==> src/rtl/lbbs_pkg.sv <==
`timescale 1ns / 1ps
package lbbs_pkg;

  localparam int LUMA_W     = 8;
  localparam int SUM_W      = 30;
  localparam int CNT_W      = 23;
  localparam int NUM_PAIRS  = 4;
  localparam int BLK8_LOG   = 3;
  localparam int BLK16_LOG  = 4;
  localparam int CFG_IDX_W  = 1;
  localparam int CFG_DATA_W = 12;
  localparam int OUT_USER_W = 2;
  localparam int PAYLOAD_W  = 2 * SUM_W + 2 * CNT_W;
  localparam int TDATA_W    = ((PAYLOAD_W + 7) / 8) * 8;
  localparam int PAD_W      = TDATA_W - PAYLOAD_W;
  localparam int QUEUE_DEPTH = 4;
  localparam int QPTR_W     = 2;

  localparam logic [SUM_W-1:0] SUM_MAX = '1;
  localparam logic [CNT_W-1:0] CNT_MAX = '1;

  localparam logic [CFG_DATA_W-1:0] WIDTH_RESET  = 12'd320;
  localparam logic [CFG_DATA_W-1:0] HEIGHT_RESET = 12'd240;

  // register indexes
  localparam logic [CFG_IDX_W-1:0] REG_FRAME_WIDTH  = 1'b0;
  localparam logic [CFG_IDX_W-1:0] REG_FRAME_HEIGHT = 1'b1;

  // result order: direction in bit 1, block size in bit 0
  localparam logic [1:0] PAIR_H8  = 2'd0;
  localparam logic [1:0] PAIR_H16 = 2'd1;
  localparam logic [1:0] PAIR_V8  = 2'd2;
  localparam logic [1:0] PAIR_V16 = 2'd3;

  // bnd[k] set: difference of pair k lies across a block boundary
  typedef struct packed {
    logic [LUMA_W-1:0] dh;
    logic [LUMA_W-1:0] dv;
    logic              h_en;
    logic              v_en;
    logic [NUM_PAIRS-1:0] bnd;
    logic              last;
  } diff_item_t;

  typedef struct packed {
    logic [CNT_W-1:0] int_cnt;
    logic [SUM_W-1:0] int_sum;
    logic [CNT_W-1:0] bnd_cnt;
    logic [SUM_W-1:0] bnd_sum;
  } pair_stats_t;

  function automatic logic [SUM_W-1:0] sat_add(input logic [SUM_W-1:0] a,
                                               input logic [LUMA_W-1:0] d);
    logic [SUM_W:0] s;
    s = {1'b0, a} + {{(SUM_W - LUMA_W + 1){1'b0}}, d};
    return s[SUM_W] ? SUM_MAX : s[SUM_W-1:0];
  endfunction

  function automatic logic [CNT_W-1:0] sat_inc(input logic [CNT_W-1:0] a);
    return (a == CNT_MAX) ? a : a + CNT_W'(1);
  endfunction

endpackage

==> src/rtl/lbbs_back.sv <==
`timescale 1ns / 1ps
module lbbs_back (
  input  logic                            clk,
  input  logic                            rst_n,
  input  logic                            restart,
  input  logic                            pop_valid,
  input  lbbs_pkg::diff_item_t            pop_item,
  output logic                            pop_ready,
  output logic                            out_tvalid,
  input  logic                            out_tready,
  output logic [lbbs_pkg::TDATA_W-1:0]    out_tdata,
  output logic [lbbs_pkg::OUT_USER_W-1:0] out_tuser,
  output logic                            out_tlast
);
  import lbbs_pkg::*;

  pair_stats_t acc_r    [NUM_PAIRS];
  pair_stats_t acc_nxt  [NUM_PAIRS];
  pair_stats_t shadow_r [NUM_PAIRS];
  logic        busy_r;
  logic [1:0]  res_idx_r;
  logic        out_xfer;
  logic        last_xfer;
  logic        pop;
  logic        snap;
  pair_stats_t sel;

  assign out_xfer  = out_tvalid && out_tready;
  assign last_xfer = out_xfer && (res_idx_r == PAIR_V16);
  // frame-end item waits until the previous group of results is drained
  assign pop_ready = !pop_item.last || !busy_r || last_xfer;
  assign pop       = pop_valid && pop_ready;
  assign snap      = pop && pop_item.last;

  always_comb begin
    for (int k = 0; k < NUM_PAIRS; k++) begin
      acc_nxt[k] = acc_r[k];
      if (pop && ((k < int'(PAIR_V8)) ? pop_item.h_en : pop_item.v_en)) begin
        if (pop_item.bnd[k]) begin
          acc_nxt[k].bnd_sum = sat_add(acc_r[k].bnd_sum,
                                       (k < int'(PAIR_V8)) ? pop_item.dh : pop_item.dv);
          acc_nxt[k].bnd_cnt = sat_inc(acc_r[k].bnd_cnt);
        end else begin
          acc_nxt[k].int_sum = sat_add(acc_r[k].int_sum,
                                       (k < int'(PAIR_V8)) ? pop_item.dh : pop_item.dv);
          acc_nxt[k].int_cnt = sat_inc(acc_r[k].int_cnt);
        end
      end
    end
  end

  always_ff @(posedge clk) begin
    if (!rst_n || restart || snap) begin
      for (int k = 0; k < NUM_PAIRS; k++) acc_r[k] <= '0;
    end else begin
      for (int k = 0; k < NUM_PAIRS; k++) acc_r[k] <= acc_nxt[k];
    end
  end

  always_ff @(posedge clk) begin
    if (snap) begin
      for (int k = 0; k < NUM_PAIRS; k++) shadow_r[k] <= acc_nxt[k];
    end
  end

  always_ff @(posedge clk) begin
    if (!rst_n) begin
      busy_r    <= 1'b0;
      res_idx_r <= PAIR_H8;
    end else if (snap) begin
      busy_r    <= 1'b1;
      res_idx_r <= PAIR_H8;
    end else if (out_xfer) begin
      res_idx_r <= res_idx_r + 2'd1;
      if (res_idx_r == PAIR_V16) busy_r <= 1'b0;
    end
  end

  assign sel        = shadow_r[res_idx_r];
  assign out_tvalid = busy_r;
  assign out_tdata  = {{PAD_W{1'b0}}, sel};
  assign out_tuser  = {res_idx_r[0], res_idx_r[1]};
  assign out_tlast  = (res_idx_r == PAIR_V16);

endmodule

==> config.mk <==
export PLATFORM = sky130hd
export DESIGN_NAME = lbbs_back
export DESIGN_NICKNAME = d
export VERILOG_FILES = /design/src/rtl/lbbs_pkg.sv /design/src/rtl/lbbs_back.sv
export SDC_FILE = /design/constraint.sdc
export NUM_CORES = 2
export LEC_CHECK = 0
export BUFFER_PORTS_ARGS = -buffer_cell sky130_fd_sc_hd__buf_4
export CAP_MARGIN = 40
export CORE_ASPECT_RATIO = 0.6
export CORE_UTILIZATION = 46
export DETAILED_ROUTE_END_ITERATION = 12
export SKIP_CTS_REPAIR_TIMING = 1
export SLEW_MARGIN = 20
export SYNTH_ARGS = -nofsm -noshare
export SYNTH_HDL_FRONTEND = slang
export SYNTH_SLANG_ARGS = --single-unit
==> constraint.sdc <==
create_clock -name clk -period 25 [get_ports clk]
set_input_delay 2.5 -clock clk [delete_from_list [all_inputs] [get_ports clk]]
set_output_delay 2.5 -clock clk [all_outputs]
set_load 0.02 [all_outputs]
=== Word-level counts from Yosys, hierarchy flattened ===
Memory sizes are Yosys's and may differ from the RTL's. A register that Yosys moved wholly into a read port is not among the register bits.
Index checks and enable logic that the tools add are counted.

* Memories: 2
* Logic and storage cells: 94
* Input bits: 28
* Bits in registers: 3
* RAM bits: 848

{| class="wikitable"
|+ Memory list
! memory !! depth !! bits a word !! rd ports !! clocked after Yosys merged registers in !! write ports !! line !! RTL
|-
| acc_r || 4 || 106 || 4 || 0 || 4 || lbbs_back.sv:17 || <nowiki>pair_stats_t acc_r [NUM_PAIRS];</nowiki>
|-
| shadow_r || 4 || 106 || 1 || 1 || 4 || lbbs_back.sv:19 || <nowiki>pair_stats_t shadow_r [NUM_PAIRS];</nowiki>
|}

* Multiplexer cells: 42
* Bitwise gates (word level): 5
* Equal/unequal tests: 9
* $add $sub $neg: 17
* Reduce and logical (&&, ||, !) cells: 17

{| class="wikitable"
|+ Operators with widths
! kind !! number
|-
| $mux W106 || 8
|-
| $mux W53 || 8
|-
| $add A30 B8 Y31 || 8
|-
| $mux W30 || 8
|-
| $add A23 B1 Y23 const B || 8
|-
| $eq A23 B23 Y1 const B || 8
|-
| $mux W23 || 8
|-
| $mux W1 || 8
|-
| $logic_and A1 B1 Y1 || 6
|-
| $logic_or A1 B1 Y1 || 4
|-
| $mux W2 || 2
|-
| $or A1 B1 Y1 || 4
|-
| $reduce_bool A2 Y1 || 2
|-
| $logic_not A1 Y1 || 3
|-
| $add A2 B1 Y2 const B || 1
|-
| $eq A2 B2 Y1 const B || 1
|-
| $reduce_and A2 Y1 || 1
|-
| $reduce_or A2 Y1 || 1
|-
| $not A1 Y1 || 1
|}

=== Logic depth before layout (Yosys ltp) ===
* Depth after elaboration: 9
* Gate-level depth with buffers: 10
* Mapped depth without buffers: 8

=== Least setup slack after synthesis ===
OpenSTA, ideal clock, no wires.

* Path kind: in2reg
* Start: input port pop_item[0] (netlist name)
* End: memory acc_r[2][0] (netlist name)
* Arrival: 25.672 ns
* Slack: -0.805 ns
* Stages on the path: 10
* Library setup time: 0.133 ns
* Data required time: 24.867 ns
* Path through: clkbuf_1 > buf_2 > nand2_1 > a21oi_1 > nand2b_1 > or2_2 > clkbuf_1 > clkbuf_1 > buf_2 > a21oi_1

{| class="wikitable"
|+ RTL lines
! what !! line !! RTL
|-
| from (decl) || lbbs_back.sv:7 || <nowiki>input lbbs_pkg::diff_item_t pop_item,</nowiki>
|-
| to (decl) || lbbs_back.sv:17 ||
|}

=== Final worst setup path ===
* Start: input port out_tready
* End: output port pop_ready

* Longest elaborated chain between the ends: 3

{| class="wikitable"
|+ Ends and longest elaborated chain
! what !! line !! RTL
|-
| from (decl) || lbbs_back.sv:10 || <nowiki>input logic out_tready,</nowiki>
|-
| $logic_and A1 B1 Y1 || lbbs_back.sv:28 || <nowiki>assign out_xfer = out_tvalid && out_tready;</nowiki>
|-
| $logic_and A1 B1 Y1 || lbbs_back.sv:29 || <nowiki>assign last_xfer = out_xfer && (res_idx_r == PAIR_V16);</nowiki>
|-
| $logic_or A1 B1 Y1 || lbbs_back.sv:31 || <nowiki>assign pop_ready = !pop_item.last || !busy_r || last_xfer;</nowiki>
|-
| to (decl) || lbbs_back.sv:8 || <nowiki>output logic pop_ready,</nowiki>
|}

Every way passes these cells.

==> impl_metrics.csv <==
group,metric,value,unit
sta,setup_viol,0,
cells_and_area,layoutNonFillerInstCount,4782,
synthesis,yosys-top-cells-count,"429 x dfxtp_1, 424 x edfxtp_1, 332 x nand2_1, 257 x and2_1, 201 x a21oi_1",
critical_path,crit_path_start_kind,"input pin",
global_route,grt_overflow,0,
synthesis,synth_cell_types,87,
sta,min_period,6.09,ns
critical_path,slowest_stage,"buf_4",
routing,drtIter0Drc,2749,
sta,skew,0.0213,ns
min_path,min_to,"acc_r[2][12]$_SDFF_PP0_",
global_route,grt_max_degree,155,
critical_path,cp.arrival,3.59,ns
pwr,p_clk_share,43.9,%
floorplanning,rows,82,
global_route,grt_pass1_vias,24800,
synthesis,synth.area.top_cells,"edfxtp_1 32%, dfxtp_1 22%, mux4_2 6.1%",
placement,place_congestion,0.881,
floorplanning,core,84000,um2
pwr,switching_share,22.8,%
sta,hold_viol,0,
critical_path,endpoint_kind,"output port",
clock_network,clockBufferDepth,3,
sta,period_share,24.3,%
cells_and_area,fin_nets,3686,
clock_network,tritoncts,"built",
critical_path,critPathTopFamily,"buffers and inverters",
synthesis,ys.flop_type,"dfxtp_1",
min_path,hold_class,"register to register",
cells_and_area,area_growth,12.9,%
sta,final_max_slew_viol_count,0,
placement,io_buffers,138,
pwr,power.switching,667,uW
routing,postRouteWirelength,106000,um
critical_path,crit_buf_inv,3,
critical_path,r2r-end,"acc_r[2][29]$_SDFF_PP0_",
floorplanning,io_pins,145,
synthesis,ys_ff_latch,853,
clock_network,path_clk_slew,0.07,ns
routing,wl_per_cell,22.2,um
critical_path,crit_top_cell,"buf_4",
floorplanning,start_util,46.8,%
sta,tns,0,ns
synthesis,ys_seq_area_share,54.2,%
global_route,grt_first_pass_wirelength,160000,um
routing,vias_per_cell,5.77,
pwr,power_leakage,16.6,nW
global_route,grt_antenna_before_repair,3,
status,status,"complete, no violations",
placement,place_inst,4625,
global_route,grt_usage,24.3,%
pwr,internal_power,2.26,mW
sta,rsz0062_at_grt,"no",
floorplanning,dieHeight,228,um
cells_and_area,nFillCells,7252,
sta,fmax,164,MHz
synthesis,yosys.area.top_type,"edfxtp_1",
synthesis,synth-edff-count,424,
routing,vias,27600,
cells_and_area,drive_gt1_share,14.0,%
synthesis,ys_warn_count,0,
sta,slew_headroom,36.6,%
critical_path,worst-setup-path-type,"input pin to output port",
clock_network,clock_latency,0.67,ns
floorplanning,die_w,379,um
min_path,min-delay-start,"acc_r[2][12]$_SDFF_PP0_",
critical_path,crit_chain,"buf_4, a21boi_4, buf_4, nand2_1, buf_4",
critical_path,rrSetupSlack,21.36,ns
pwr,pwr-share-comb,4.9,%
synthesis,avgSynthCellArea,11.4,um2
sta,hold_ws,0.504,ns
synthesis,async_reset_ff_share,0,%
critical_path,max_stage_delay,0.37,ns
flow_run,maxCapViolCount,0,
critical_path,reg2reg_from,"res_idx_r[0]$_SDFFE_PP0P_",
routing,first_pass_iters,6,
synthesis,syn_area,39300,um2
clock_network,cts_sinks,853,
routing,ant_nets,0,
routing,drc,0,
pwr,power.density,65.9,nW/um2
critical_path,ff2ff_path_depth,11,
pwr,power,2.93,mW
clock_network,htreeDepth,3,
critical_path,critical_path_required,22.50,ns
placement,dp_hpwl,74500,um
min_path,hold_depth,2,
synthesis,syn_inst,3456,
sta,tightest_slew,0.951,ns
critical_path,crit_start,"out_tready",
pwr,vdd_ir_drop_max,0.0550,mV
pwr,power_frac_seq,51.2,%
floorplanning,dieArea,86700,um2
synthesis,synth_top_area_share,32.4,%
clock_network,root_buffer,"clkbuf_16",
critical_path,crit_fanout,23,
synthesis,post-synth-top-count-cell,"dfxtp_1",
clock_network,cts_buffers,81,
==> power groups by stage <==
| stage | Clock [mW] | Combinational, mW | Sequential, mW |
|---|---|---|---|
| 3_3_place_gp | 0 | 0.140 | 1.53 |
| 2_1_floorplan | 0 | 0.0881 | 1.53 |
| 5_1_grt | 1.36 | 0.153 | 1.50 |
| 6_report | 1.28 | 0.143 | 1.50 |
| 4_1_cts | 1.31 | 0.142 | 1.50 |
| 3_5_place_dp | 0 | 0.142 | 1.53 |
==> cell usage in the layout (no fill, tap or decap), drive strengths merged, types with 45 or more instances in the layout <==
master and count:
inv 60, o21ai 78, clkbuf 111, nor4 52, a21oi 205, ha 73, mux2 45, nor2 150
and2 259, buf 183, edfxtp 424, mux4 106, and3 61, nand3 167, nand2 332, nand4 85
nor3 96, dfxtp 429, xor2 86, xnor2 196
==> cell families after synthesis <==
family                   synth area share (%)
AO/OA/AOI/OAI                            8.82
adder cells (fa/ha/maj)                  2.73
other                                 0.00954
AND/OR/NAND/NOR                          17.7
multiplexers                             8.12
buffers and inverters                    2.17
flip-flops                               54.2
XOR/XNOR                                 6.28
==> worst max-delay path by stage <==
| stage | endpoint | cells after the start | slack (ns) |
|---|---|---|---|
| 6_report | pop_ready | 5 | 18.92 |
| 3_3_place_gp | pop_ready | 5 | 18.98 |
| 2_1_floorplan | acc_r[2][0]$_SDFF_PP0_ | 9 | 8.32 |
| 3_5_place_dp | pop_ready | 5 | 18.93 |
| 5_1_grt | out_tdata[55] | 4 | 18.65 |
| 4_1_cts | out_tdata[58] | 4 | 18.81 |
==> sequential cells by signal (all words and copies together) (netlist names), named ones only <==
signal      count
out_tvalid      1
shadow_r      424
acc_r         424
res_idx_r       2
==> layout make-up <==
cell class,instances,area [um2],share of cell area [%]
Sequential cell,853,21300,48.0
Timing Repair Buffer,184,1500,3.38
Tap cell,1134,1420,3.19
Clock inverter,40,388,0.873
Clock buffer,111,2350,5.28
Antenna cell,3,7.51,0.0169
Inverter,56,210,0.473
Multi-Input combinational cell,2401,17200,38.8
==> worst min-delay path, stage by stage (launching register included) <==
cell and delay (ns):
dfxtp_1 0.33, inv_1 0.07, a211oi_1 0.06
==> metal layers <==
| layer | part of all wire (%) | GRT usage, % | wire (um) |
|---|---|---|---|
| met1 | 53 | 42.2 | 56400 |
| met2 | 38 | 30.4 | 40100 |
| met3 | 7.8 | 4.65 | 8230 |
| met4 | 1.2 | 3.87 | 1320 |
| met5 | 0 | 0 | 0 |
==> stage by stage <==
step / cell area [um2] / utilization (%) / worst slack [ns]
after floorplan: 39300 / - / 8.32
after global placement: 41500 / 49.4 / 18.98
after detailed placement: 41600 / 49.5 / 18.93
after CTS: 44400 / 52.8 / 18.81
after global routing: 44400 / 52.8 / 18.65
final: 44400 / 52.9 / 18.92
(Power assumes the default switching activity.)
