### config.mk
export PLATFORM = sky130hd
export DESIGN_NAME = lbbs_queue
export DESIGN_NICKNAME = d
export VERILOG_FILES = /design/src/rtl/lbbs_pkg.sv /design/src/rtl/lbbs_queue.sv
export SDC_FILE = /design/constraint.sdc
export NUM_CORES = 1
export LEC_CHECK = 0
export BUFFER_PORTS_ARGS = -buffer_cell sky130_fd_sc_hd__buf_2
export CAP_MARGIN = 20
export CORE_MARGIN = 2
export CORE_UTILIZATION = 55
export DETAILED_ROUTE_END_ITERATION = 8
export GPL_TIMING_DRIVEN = 0
export PLACE_DENSITY = 0.84
export SETUP_SLACK_MARGIN = 0.5
export SYNTH_ARGS = -nofsm -noshare
export SYNTH_HDL_FRONTEND = slang
export SYNTH_SLANG_ARGS = --single-unit
### constraint.sdc
create_clock -name clk -period 2.53 [get_ports clk]
set_input_delay 0.1265 -clock clk [delete_from_list [all_inputs] [get_ports clk]]
set_output_delay 0.1265 -clock clk [all_outputs]
set_load 0.02 [all_outputs]
### src/rtl/lbbs_pkg.sv
`timescale 1ns / 1ps
package lbbs_pkg;

  localparam int LUMA_W     = 8;
  localparam int SUM_W      = 30;
  localparam int CNT_W      = 23;
  localparam int NUM_PAIRS  = 4;
  localparam int BLK8_LOG   = 3;
  localparam int BLK16_LOG  = 4;
  localparam int CFG_IDX_W  = 1;
  localparam int CFG_DATA_W = 12;
  localparam int OUT_USER_W = 2;
  localparam int PAYLOAD_W  = 2 * SUM_W + 2 * CNT_W;
  localparam int TDATA_W    = ((PAYLOAD_W + 7) / 8) * 8;
  localparam int PAD_W      = TDATA_W - PAYLOAD_W;
  localparam int QUEUE_DEPTH = 4;
  localparam int QPTR_W     = 2;

  localparam logic [SUM_W-1:0] SUM_MAX = '1;
  localparam logic [CNT_W-1:0] CNT_MAX = '1;

  localparam logic [CFG_DATA_W-1:0] WIDTH_RESET  = 12'd320;
  localparam logic [CFG_DATA_W-1:0] HEIGHT_RESET = 12'd240;

  // register indexes
  localparam logic [CFG_IDX_W-1:0] REG_FRAME_WIDTH  = 1'b0;
  localparam logic [CFG_IDX_W-1:0] REG_FRAME_HEIGHT = 1'b1;

  // result order: direction in bit 1, block size in bit 0
  localparam logic [1:0] PAIR_H8  = 2'd0;
  localparam logic [1:0] PAIR_H16 = 2'd1;
  localparam logic [1:0] PAIR_V8  = 2'd2;
  localparam logic [1:0] PAIR_V16 = 2'd3;

  // bnd[k] set: difference of pair k lies across a block boundary
  typedef struct packed {
    logic [LUMA_W-1:0] dh;
    logic [LUMA_W-1:0] dv;
    logic              h_en;
    logic              v_en;
    logic [NUM_PAIRS-1:0] bnd;
    logic              last;
  } diff_item_t;

  typedef struct packed {
    logic [CNT_W-1:0] int_cnt;
    logic [SUM_W-1:0] int_sum;
    logic [CNT_W-1:0] bnd_cnt;
    logic [SUM_W-1:0] bnd_sum;
  } pair_stats_t;

  function automatic logic [SUM_W-1:0] sat_add(input logic [SUM_W-1:0] a,
                                               input logic [LUMA_W-1:0] d);
    logic [SUM_W:0] s;
    s = {1'b0, a} + {{(SUM_W - LUMA_W + 1){1'b0}}, d};
    return s[SUM_W] ? SUM_MAX : s[SUM_W-1:0];
  endfunction

  function automatic logic [CNT_W-1:0] sat_inc(input logic [CNT_W-1:0] a);
    return (a == CNT_MAX) ? a : a + CNT_W'(1);
  endfunction

endpackage

### src/rtl/lbbs_queue.sv
`timescale 1ns / 1ps
module lbbs_queue (
  input  logic                 clk,
  input  logic                 rst_n,
  input  logic                 push_valid,
  input  lbbs_pkg::diff_item_t push_item,
  output logic                 q_full,
  output logic                 pop_valid,
  output lbbs_pkg::diff_item_t pop_item,
  input  logic                 pop_ready
);
  import lbbs_pkg::*;

  diff_item_t          slot_r [QUEUE_DEPTH];
  logic [QPTR_W-1:0]   wr_ptr_r;
  logic [QPTR_W-1:0]   rd_ptr_r;
  logic [QPTR_W:0]     count_r;
  logic                pop;

  assign q_full    = (count_r == (QPTR_W+1)'(QUEUE_DEPTH));
  assign pop_valid = (count_r != '0);
  assign pop_item  = slot_r[rd_ptr_r];
  assign pop       = pop_valid && pop_ready;

  always_ff @(posedge clk) begin
    if (push_valid) slot_r[wr_ptr_r] <= push_item;
  end

  always_ff @(posedge clk) begin
    if (!rst_n) begin
      wr_ptr_r <= '0;
      rd_ptr_r <= '0;
      count_r  <= '0;
    end else begin
      if (push_valid) wr_ptr_r <= wr_ptr_r + QPTR_W'(1);
      if (pop)        rd_ptr_r <= rd_ptr_r + QPTR_W'(1);
      case ({push_valid, pop})
        2'b10:   count_r <= count_r + (QPTR_W+1)'(1);
        2'b01:   count_r <= count_r - (QPTR_W+1)'(1);
        default: ;
      endcase
    end
  end

endmodule

# After elaboration in Yosys (flattened, before gate mapping)

Memory sizes are Yosys's and may differ from the RTL's. A register that Yosys moved wholly into a read port is not among the register bits.
Index checks and enable logic that the tools add are counted.

Flip-flop bits (word level): 7
Bits in latches: 0
RAM bits: 92
ROM bits: 0
Bits of input ports: 27
Output and inout bits: 25
Word-level logic and storage cells: 19
Memories kept: 1

Memories:

| memory | words | bits a word | rd ports | clocked after Yosys merged registers in | wr ports | RTL line         | RTL |
|---|---|---|---|---|---|---|---|
| slot_r | 4     | 23          | 1        | 1                                       | 1        | lbbs_queue.sv:14 | `diff_item_t slot_r [QUEUE_DEPTH];` |

$add $sub $neg: 4
Multipliers: 0
Div/mod/pow operators: 0
Order comparisons: 0
Equality and inequality tests: 3
Shift operators: 0
Mux-type cells: 5
Bitwise gates (word level): 0
Reduce and logical (&&, ||, !) cells: 3

Operators with widths:

| cell                  | count |
|---|---|
| $pmux W3 S2           | 1 |
| $add A2 B1 Y2 const B | 2 |
| $mux W2               | 2 |
| $add A3 B1 Y3 const B | 1 |
| $eq A3 B3 Y1 const B  | 1 |
| $reduce_bool A3 Y1    | 1 |
| $sub A3 B1 Y3 const B | 1 |
| $eq A2 B1 Y1 const B  | 1 |
| $eq A2 B2 Y1 const B  | 1 |
| $mux W1               | 2 |
| $reduce_bool A2 Y1    | 1 |
| $logic_and A1 B1 Y1   | 1 |

# Depth between registers and ports, before layout

Gate-level depths: netlist of the first run.

Word-level depth: 4
Gate-level depth with buffers: 7
Depth with buffers taken out: 7

# Worst setup path before layout of the first run

OpenSTA, ideal clock, no wires.

Kind: register -> register
From: reg count_r[0]
To: reg count_r[2]
Library setup time: 76 ps
Data arrival time: 1,726 ps
Required time: 2,454 ps
Setup slack: 728 ps
Cell stages (with the launch flop): 8
Buffers on the path: 0
Clock period less this slack: 1,802 ps
Cell sequence: dfxtp_1 > o31a_1 > ha_1 > inv_1 > fa_1 > xor2_1 > or3_1 > a21boi_0

Longest elaborated chain between the ends: 4
Elaborated cells between the ends (all ways): 8
Classes of those cells: add/sub (2); eq/ne (2); mux (1); reduce/logical (3)

RTL lines:

| what                                                     | RTL line         | RTL |
|---|---|---|
| start: declaration                                       | lbbs_queue.sv:17 | `logic [QPTR_W:0] count_r;` |
| start signal: assignment                                 | lbbs_queue.sv:38 | `2'b10: count_r <= count_r + (QPTR_W+1)'(1);` |
| start signal: assignment                                 | lbbs_queue.sv:39 | `2'b01: count_r <= count_r - (QPTR_W+1)'(1);` |
| $reduce_bool A3 Y1 *                                     | lbbs_queue.sv:21 | `assign pop_valid = (count_r != '0);` |
| $logic_and A1 B1 Y1 *                                    | lbbs_queue.sv:23 | `assign pop = pop_valid && pop_ready;` |
| via pop                                                  | lbbs_queue.sv:18 | `logic pop;` |
| $eq A2 B1 Y1 / $eq A2 B2 Y1 (equally long branches)      | lbbs_queue.sv:37 | `case ({push_valid, pop})` |
| $pmux W3 S2 / $reduce_bool A2 Y1 (equally long branches) | n/a              |  |

Mark *: on every way through the listed nets, which the timed path passes. The rest lies on a longest branch.
A chain may end at the register's enable or synchronous reset.

# Worst setup path after layout of the first run

Ends and elaborated chain as after synthesis.

==> summary.md, run 1 <==
| Metric | Value |
|---|---|
| Final HPWL DP | `3930 um` |
| H-Tree Depth | `3` |
| Switch Pwr | `1.05 mW` |
| Final Non-Filler Cells | `341` |
| Warnings, synthesis | `0` |
| Die height | `87.4 um` |
| Switching share of power | `27.5%` |
| Leakage | `1.63 nW` |
| Initial antenna violation count | `0` |
| Startpoint Class | `flip-flop` |
| Tcrit/Tclk final | `74.4%` |
| Global route overflow | `0` |
| Yosys top cell area share | `72.2%` |
| Largest family of logic cells by synthesized area | `multiplexers` |
| Final Cell Area | `0.00467 mm^2` |
| Critical Path Source | `count_r[0]$_SDFFE_PN0P_` |
| Ratio of cells with drive above 1 in the final layout | `37.2%` |
| Yosys reg bits | `101` |
| Compound-gate portion of the synthesized area | `1.11%` |
| Vias in the first global route | `1877` |
| # setup viols final | `0` |
| CP Capture Point | `count_r[2]$_SDFFE_PN0P_` |
| Setup CP Type | `reg2reg` |
| Largest net degree at the start of global routing | `24` |
| Path depth of the worst reg2reg path | `7` |
| Seq/Total Area, Yosys | `76.9%` |
| Num rows | `30` |
| Root Buffer | `clkbuf_8` |
| Proportion of synthesized area in mux cells | `14.1%` |
| Skew-Pair Late Insertion Delay | `350 ps` |
| Critical Path Fanout Max | `5` |
| Simple-gate share of the synthesized area | `2.39%` |
| First-pass GRT wire length | `9300 um` |
| Antenna diode count | `0` |
| CTS tree | `done` |
| Initial Utilization | `56.6%` |
| Fin Hold WS | `69.1 ps` |
| Adder-Cell Fraction of Synth Area | `2.16%` |
| Reg2Reg Setup Slack | `650 ps` |
| Pint | `2.77 mW` |
| # nets final | `289` |
| GR Util All Layers | `17.0%` |
| Final Critical Period | `1880 ps` |
| Hold_sp | `rst_n` |
| Max-Cap Viols | `0` |
| Fmax | `0.531 GHz` |
| Critical Path Sink Type | `flip-flop` |
| I/O Pins | `52` |
| Post-Syn Area | `0.00383 mm^2` |
| Clk slew on worst S/H paths | `90 ps` |
| Chip width | `87.4 um` |
| Hold Path Cell Cnt | `2` |
| Worst Max-Slew Pin Slew | `689 ps` |
| I/O Buffers | `51` |
| DR DRC count | `0` |
| Post-Syn Instances | `167` |
| Power per cell area | `818 mW/mm^2` |
| Endpoints failing hold | `0` |
| Sequential share of power | `52.3%` |
| Synth Area in XOR/XNOR | `1.14%` |
| Hold/Removal Path Class | `in2reg` |
| Overall Power | `3.82 mW` |
| RSZ-0062 raised after global routing | `false` |
| Clock buffer depth | `2` |
| Syn nets | `200` |
| VDD IR-drop max | `0.599 mV` |
| Vias post-DR | `1835` |
| Num CTS Buffers | `9` |
| WL/cell | `17.8 um` |
| Critical R2R Launch | `count_r[0]$_SDFFE_PN0P_` |
| Distinct cell type count after synthesis | `22` |
| Gate power share | `25.4%` |
| Area Growth Syn to Fin | `22.0%` |
| Via-to-Cell Ratio | `5.38` |
| DRT Pass-1 Iters | `4` |
| Worst EP arrival | `2160 ps` |
| DRT iter0 DRCs | `148` |
| Status | `finished, final reports clean` |
| Max-slew headroom | `54.0%` |
| Clock share of power | `22.4%` |
| Clk_skew | `13.2 ps` |
| Max Slew Vio Count | `0` |
| Placement Cell Area | `0.00422 mm^2` |
| Die area | `0.00764 mm^2` |
| CTS sink count | `101` |
| R2r endpoint | `count_r[2]$_SDFFE_PN0P_` |
| CORE AREA | `0.00676 mm^2` |
| Placed cell count | `300` |
| Synth area leaders | `edfxtp_1, mux4_2, dfxtp_1, mux4_1, ha_1` |
| Placer Congestion | `0.708` |
| TNS Setup | `0 ps` |
| Routed Antenna Nets | `0` |
| Worst EP required | `2800 ps` |
| Avg Synthesized Cell Area | `22.9 um^2` |
| Post-CTS Setup Inserts | `0` |
| Routed WL | `6080 um` |
| Top cell type by total area after synthesis | `edfxtp_1` |
-- layout by cell type, fill, tap and decap left out, types with 2 or more instances in the layout --
master / Yosys / final
edfxtp_1: 92 / 92
buf_2: 2 / 53
dlygate4sd3_1: 0 / 23
mux4_2: 20 / 20
clkbuf_8: 0 / 9
and2_1: 8 / 8
inv_1: 6 / 6
dfxtp_1: 9 / 6
ha_1: 5 / 5
mux4_1: 3 / 3
xnor2_1: 3 / 3
nor2b_1: 3 / 3
buf_12: 2 / 2
or3_1: 2 / 2
xor2_1: 2 / 2
o21ai_0: 2 / 2
clkinv_1: 0 / 2
dfxtp_2: 0 / 2
buf_8: 0 / 2
buf_16: 0 / 2
-- layout make-up --
cell class | count | area, um^2
inverters | 6 | 22.5
multi-input cells | 55 | 800
clock buffers | 10 | 128
clock inverters | 6 | 37.5
plain buffers | 5 | 61.3
flip-flops and latches | 101 | 2950
fillers | 423 | 2090
repair buffers | 78 | 571
well taps | 80 | 100
-- how the worst min path moves through the flow --
stage / to / slack [ps]
final: count_r[1]$_SDFFE_PN0P_ / 70
after global routing: wr_ptr_r[0]$_SDFFE_PN0P_ / 80
after CTS: count_r[1]$_SDFFE_PN0P_ / 60
after detailed placement: slot_r[1][7]$_DFFE_PP_ / 350
after global placement: slot_r[0][1]$_DFFE_PP_ / 340
after floorplan: slot_r[0][0]$_DFFE_PP_ / 230
-- routing by layer --
layer	up-vias	GRT usage (%)	share of wire [%]
met1	907	21.8	42
met3	8	3.79	5.5
met5	-	0	0
met4	0	7.69	1.6
met2	64	27.8	51
li1	856	-	-
-- worst max-delay path, cell delays in order (launching register included) --
cell	delay (ps)
dfxtp_4	390
o31a_1	170
ha_1	190
inv_1	60
fa_1	380
xor2_1	160
or3_1	300
a21boi_0	150
-- cell usage after synthesis --
cell type  count
edfxtp_1      92
mux4_2        20
dfxtp_1        9
and2_1         8
inv_1          6
ha_1           5
mux4_1         3
nor2b_1        3
xnor2_1        3
buf_12         2
buf_2          2
o21ai_0        2
or3_1          2
xor2_1         2
a21boi_0       1
and3_1         1
buf_6          1
fa_1           1
mux2i_1        1
nand2_1        1
o311ai_2       1
o31a_1         1
-- metrics by stage --
stage | setup slack [ps] | util, %
2_1_floorplan | 728 | -
3_3_place_gp | 630 | 61.9
3_5_place_dp | 585 | 62.5
4_1_cts | 556 | 68.4
5_1_grt | 507 | 69.1
6_report | 647 | 69.1
-- state kept, by name, indices dropped and copies added (netlist names), named ones only --
register	count
count_r	3
rd_ptr_r	2
slot_r	92
wr_ptr_r	2
-- kinds of logic (layout without fill, tap and decap cells) --
kind of cell,Yosys count,count (layout)
AO/OA/AOI/OAI,5,5
multiplexers,24,24
XOR/XNOR,5,5
buffers and inverters,11,105
AND/OR/NAND/NOR,15,15
flip-flops,101,101
adder cells (fa/ha/maj),6,6
-- power groups by stage --
| stage | combinational [mW] | clock (mW) | sequential [mW] |
|---|---|---|---|
| final | 0.968 | 0.854 | 2.00 |
| after global routing | 1.05 | 0.936 | 2.01 |
| after CTS | 0.978 | 0.874 | 1.99 |
| after detailed placement | 0.948 | 0 | 2.03 |
| after global placement | 0.924 | 0 | 2.02 |
| after floorplan | 0.698 | 0 | 2.01 |
-- what timing repair did --
item	CTS	global route
hold buffers	23	0
hold endpoints to repair	90	0
setup endpoints to repair	0	1
resized for setup	0	4
Note: power is estimated with default switching activity, not from simulation.
==> run 2, diff against run 1 <==
==> constraint.sdc (replaced) <==
create_clock -name clk -period 1.9 [get_ports clk]
set_input_delay 0.095 -clock clk [delete_from_list [all_inputs] [get_ports clk]]
set_output_delay 0.095 -clock clk [all_outputs]
set_load 0.02 [all_outputs]
==> summary.md, run 2 (synthesis results as in run 1) <==
| Metric | Value |
|---|---|
| Status | `finished, final reports clean` |
| Clk_skew | `10.1 ps` |
| Clk slew on worst S/H paths | `90 ps` |
| Busiest layer in global routing | `met2` |
| Global routing usage on met1 | `21.9%` |
| TNS Setup | `0 ps` |
| Via-to-Cell Ratio | `5.44` |
| VDD IR-drop max | `0.523 mV` |
| CTS sink count | `101` |
| I/O Pins | `52` |
| Die area | `0.00764 mm^2` |
| Top reg by flops | `slot_r` |
| Final HPWL DP | `3730 um` |
| DRT iter0 DRCs | `132` |
| Initial Utilization | `56.6%` |
| Chip width | `87.4 um` |
| Fmax | `0.567 GHz` |
| Final Cell Area | `0.00496 mm^2` |
| # setup viols final | `0` |
| H-Tree Depth | `3` |
| Die height | `87.4 um` |
| Setup CP Type | `reg2reg` |
| Tcrit/Tclk final | `92.8%` |
| Worst Max-Slew Pin Slew | `369 ps` |
| Ratio of cells with drive above 1 in the final layout | `44.6%` |
| Num CTS Buffers | `9` |
| Critical Path Fanout Max | `3` |
| Leakage | `1.74 nW` |
| Worst EP arrival | `2050 ps` |
| DRT Pass-1 Iters | `4` |
| RSZ-0062 raised after global routing | `true` |
| Largest net degree at the start of global routing | `24` |
| DR DRC count | `0` |
| Worst EP required | `2190 ps` |
| Vias in the first global route | `1904` |
| Num rows | `30` |
| Setup WS pre-CTS | `107 ps` |
| Critical Path Sink Type | `flip-flop` |
| Routed Antenna Nets | `0` |
| Max-Cap Viols | `0` |
| CORE AREA | `0.00676 mm^2` |
| GR Util All Layers | `17.6%` |
| Power per cell area | `1200 mW/mm^2` |
| WL/cell | `19.6 um` |
| CTS tree | `done` |
| Overall Power | `5.96 mW` |
| # fillers | `382` |
| I/O Buffers | `51` |
| Most frequent cells in the layout | `edfxtp_1, buf_2, buf_6, mux4_2, dlygate4sd3_1` |
| Vias post-DR | `1899` |
| Final Critical Period | `1760 ps` |
| Final WS setup | `137 ps` |
| Skew-Pair Late Insertion Delay | `350 ps` |
| Antenna diode count | `0` |
| Startpoint Class | `flip-flop` |
| Max-slew headroom | `75.4%` |
| Biggest regs | `slot_r (92), count_r (3)` |
| Met3 usage | `3.98%` |
| Area Growth Syn to Fin | `29.6%` |
| Root Buffer | `clkbuf_8` |
| First-pass GRT wire length | `9600 um` |
| Clock buffer depth | `2` |
| Commonest non-fill, non-tap cell in the layout | `edfxtp_1` |
| Initial antenna violation count | `0` |
| Area occupied by multi-input gates | `818 um^2` |
| Global route overflow | `0` |
| Routed WL | `6840 um` |
| Max FFs per register | `92` |
| Placer Congestion | `0.767` |
| Hold/Removal Path Class | `in2reg` |
| # nets final | `297` |
| GR Layer Usage met2 | `30.0%` |
| Placement Cell Area | `0.00420 mm^2` |
| Endpoints failing hold | `0` |
| Storage cell area | `0.00296 mm^2` |
| Max Slew Vio Count | `0` |
[run 2: changes by cell type in the layout (fill, tap and decap cells not counted), moves of 3 or more]
cell	previous run	this run
and2_1	8	4
and2_4	0	4
buf_2	53	27
buf_4	0	9
buf_6	1	25
mux4_1	3	0
mux4_2	20	23
[run 2: area by class of cell]
type	count	area share, %
buffer	5	1.51
clock buffer	9	2.50
clock inverter	7	1.97
inverter	6	0.454
multi-input combinational	55	16.5
sequential	101	59.6
tap	80	2.02
timing repair buffer	86	15.4
[run 2: path summary, 6_finish.rpt]
path	start	to	slack [ps]	cells after the start
max	count_r[0]$_SDFFE_PN0P_	count_r[2]$_SDFFE_PN0P_	140	7
min	rst_n	count_r[1]$_SDFFE_PN0P_	40	2
max reg2reg	count_r[0]$_SDFFE_PN0P_	count_r[2]$_SDFFE_PN0P_	140	7
min reg2reg	wr_ptr_r[1]$_SDFFE_PN0P_	wr_ptr_r[1]$_SDFFE_PN0P_	570	2
[run 2: routing by layer]
metal | up-vias | wire length, um
li1 | 869 | -
met1 | 974 | 2850
met2 | 48 | 3660
met3 | 8 | 258
met4 | 0 | 68
met5 | - | 0
[run 2: metrics by stage]
stage          hold slack (ps)  util (%)  instances
2_1_floorplan              194         -        167
3_3_place_gp               307      62.1        298
3_5_place_dp               314      62.1        298
4_1_cts                   36.4      69.4        341
5_1_grt                   26.0      73.4        349
6_report                  39.7      73.4        349
[run 2: where the power goes]
group	switching (mW)	internal [mW]
Clock	0.723	0.751
Sequential	0.0717	2.59
Combinational	0.789	1.04
[run 2: worst max-delay path, cell delays in order (launching register included)]
cell and delay, ps:
dfxtp_4 370, o31a_1 220, ha_4 170, inv_2 30, fa_2 320, xor2_1 160
or3_1 310, a21boi_1 120
[run 2: repair_timing]
action	in CTS	in global routing
pin swaps	2	3
endpoints found under the setup margin	118	27
hold buffers	23	0
endpoints found under the hold margin	92	0
buffers inserted	4	6
cloned	0	2
gates resized for setup	10	56
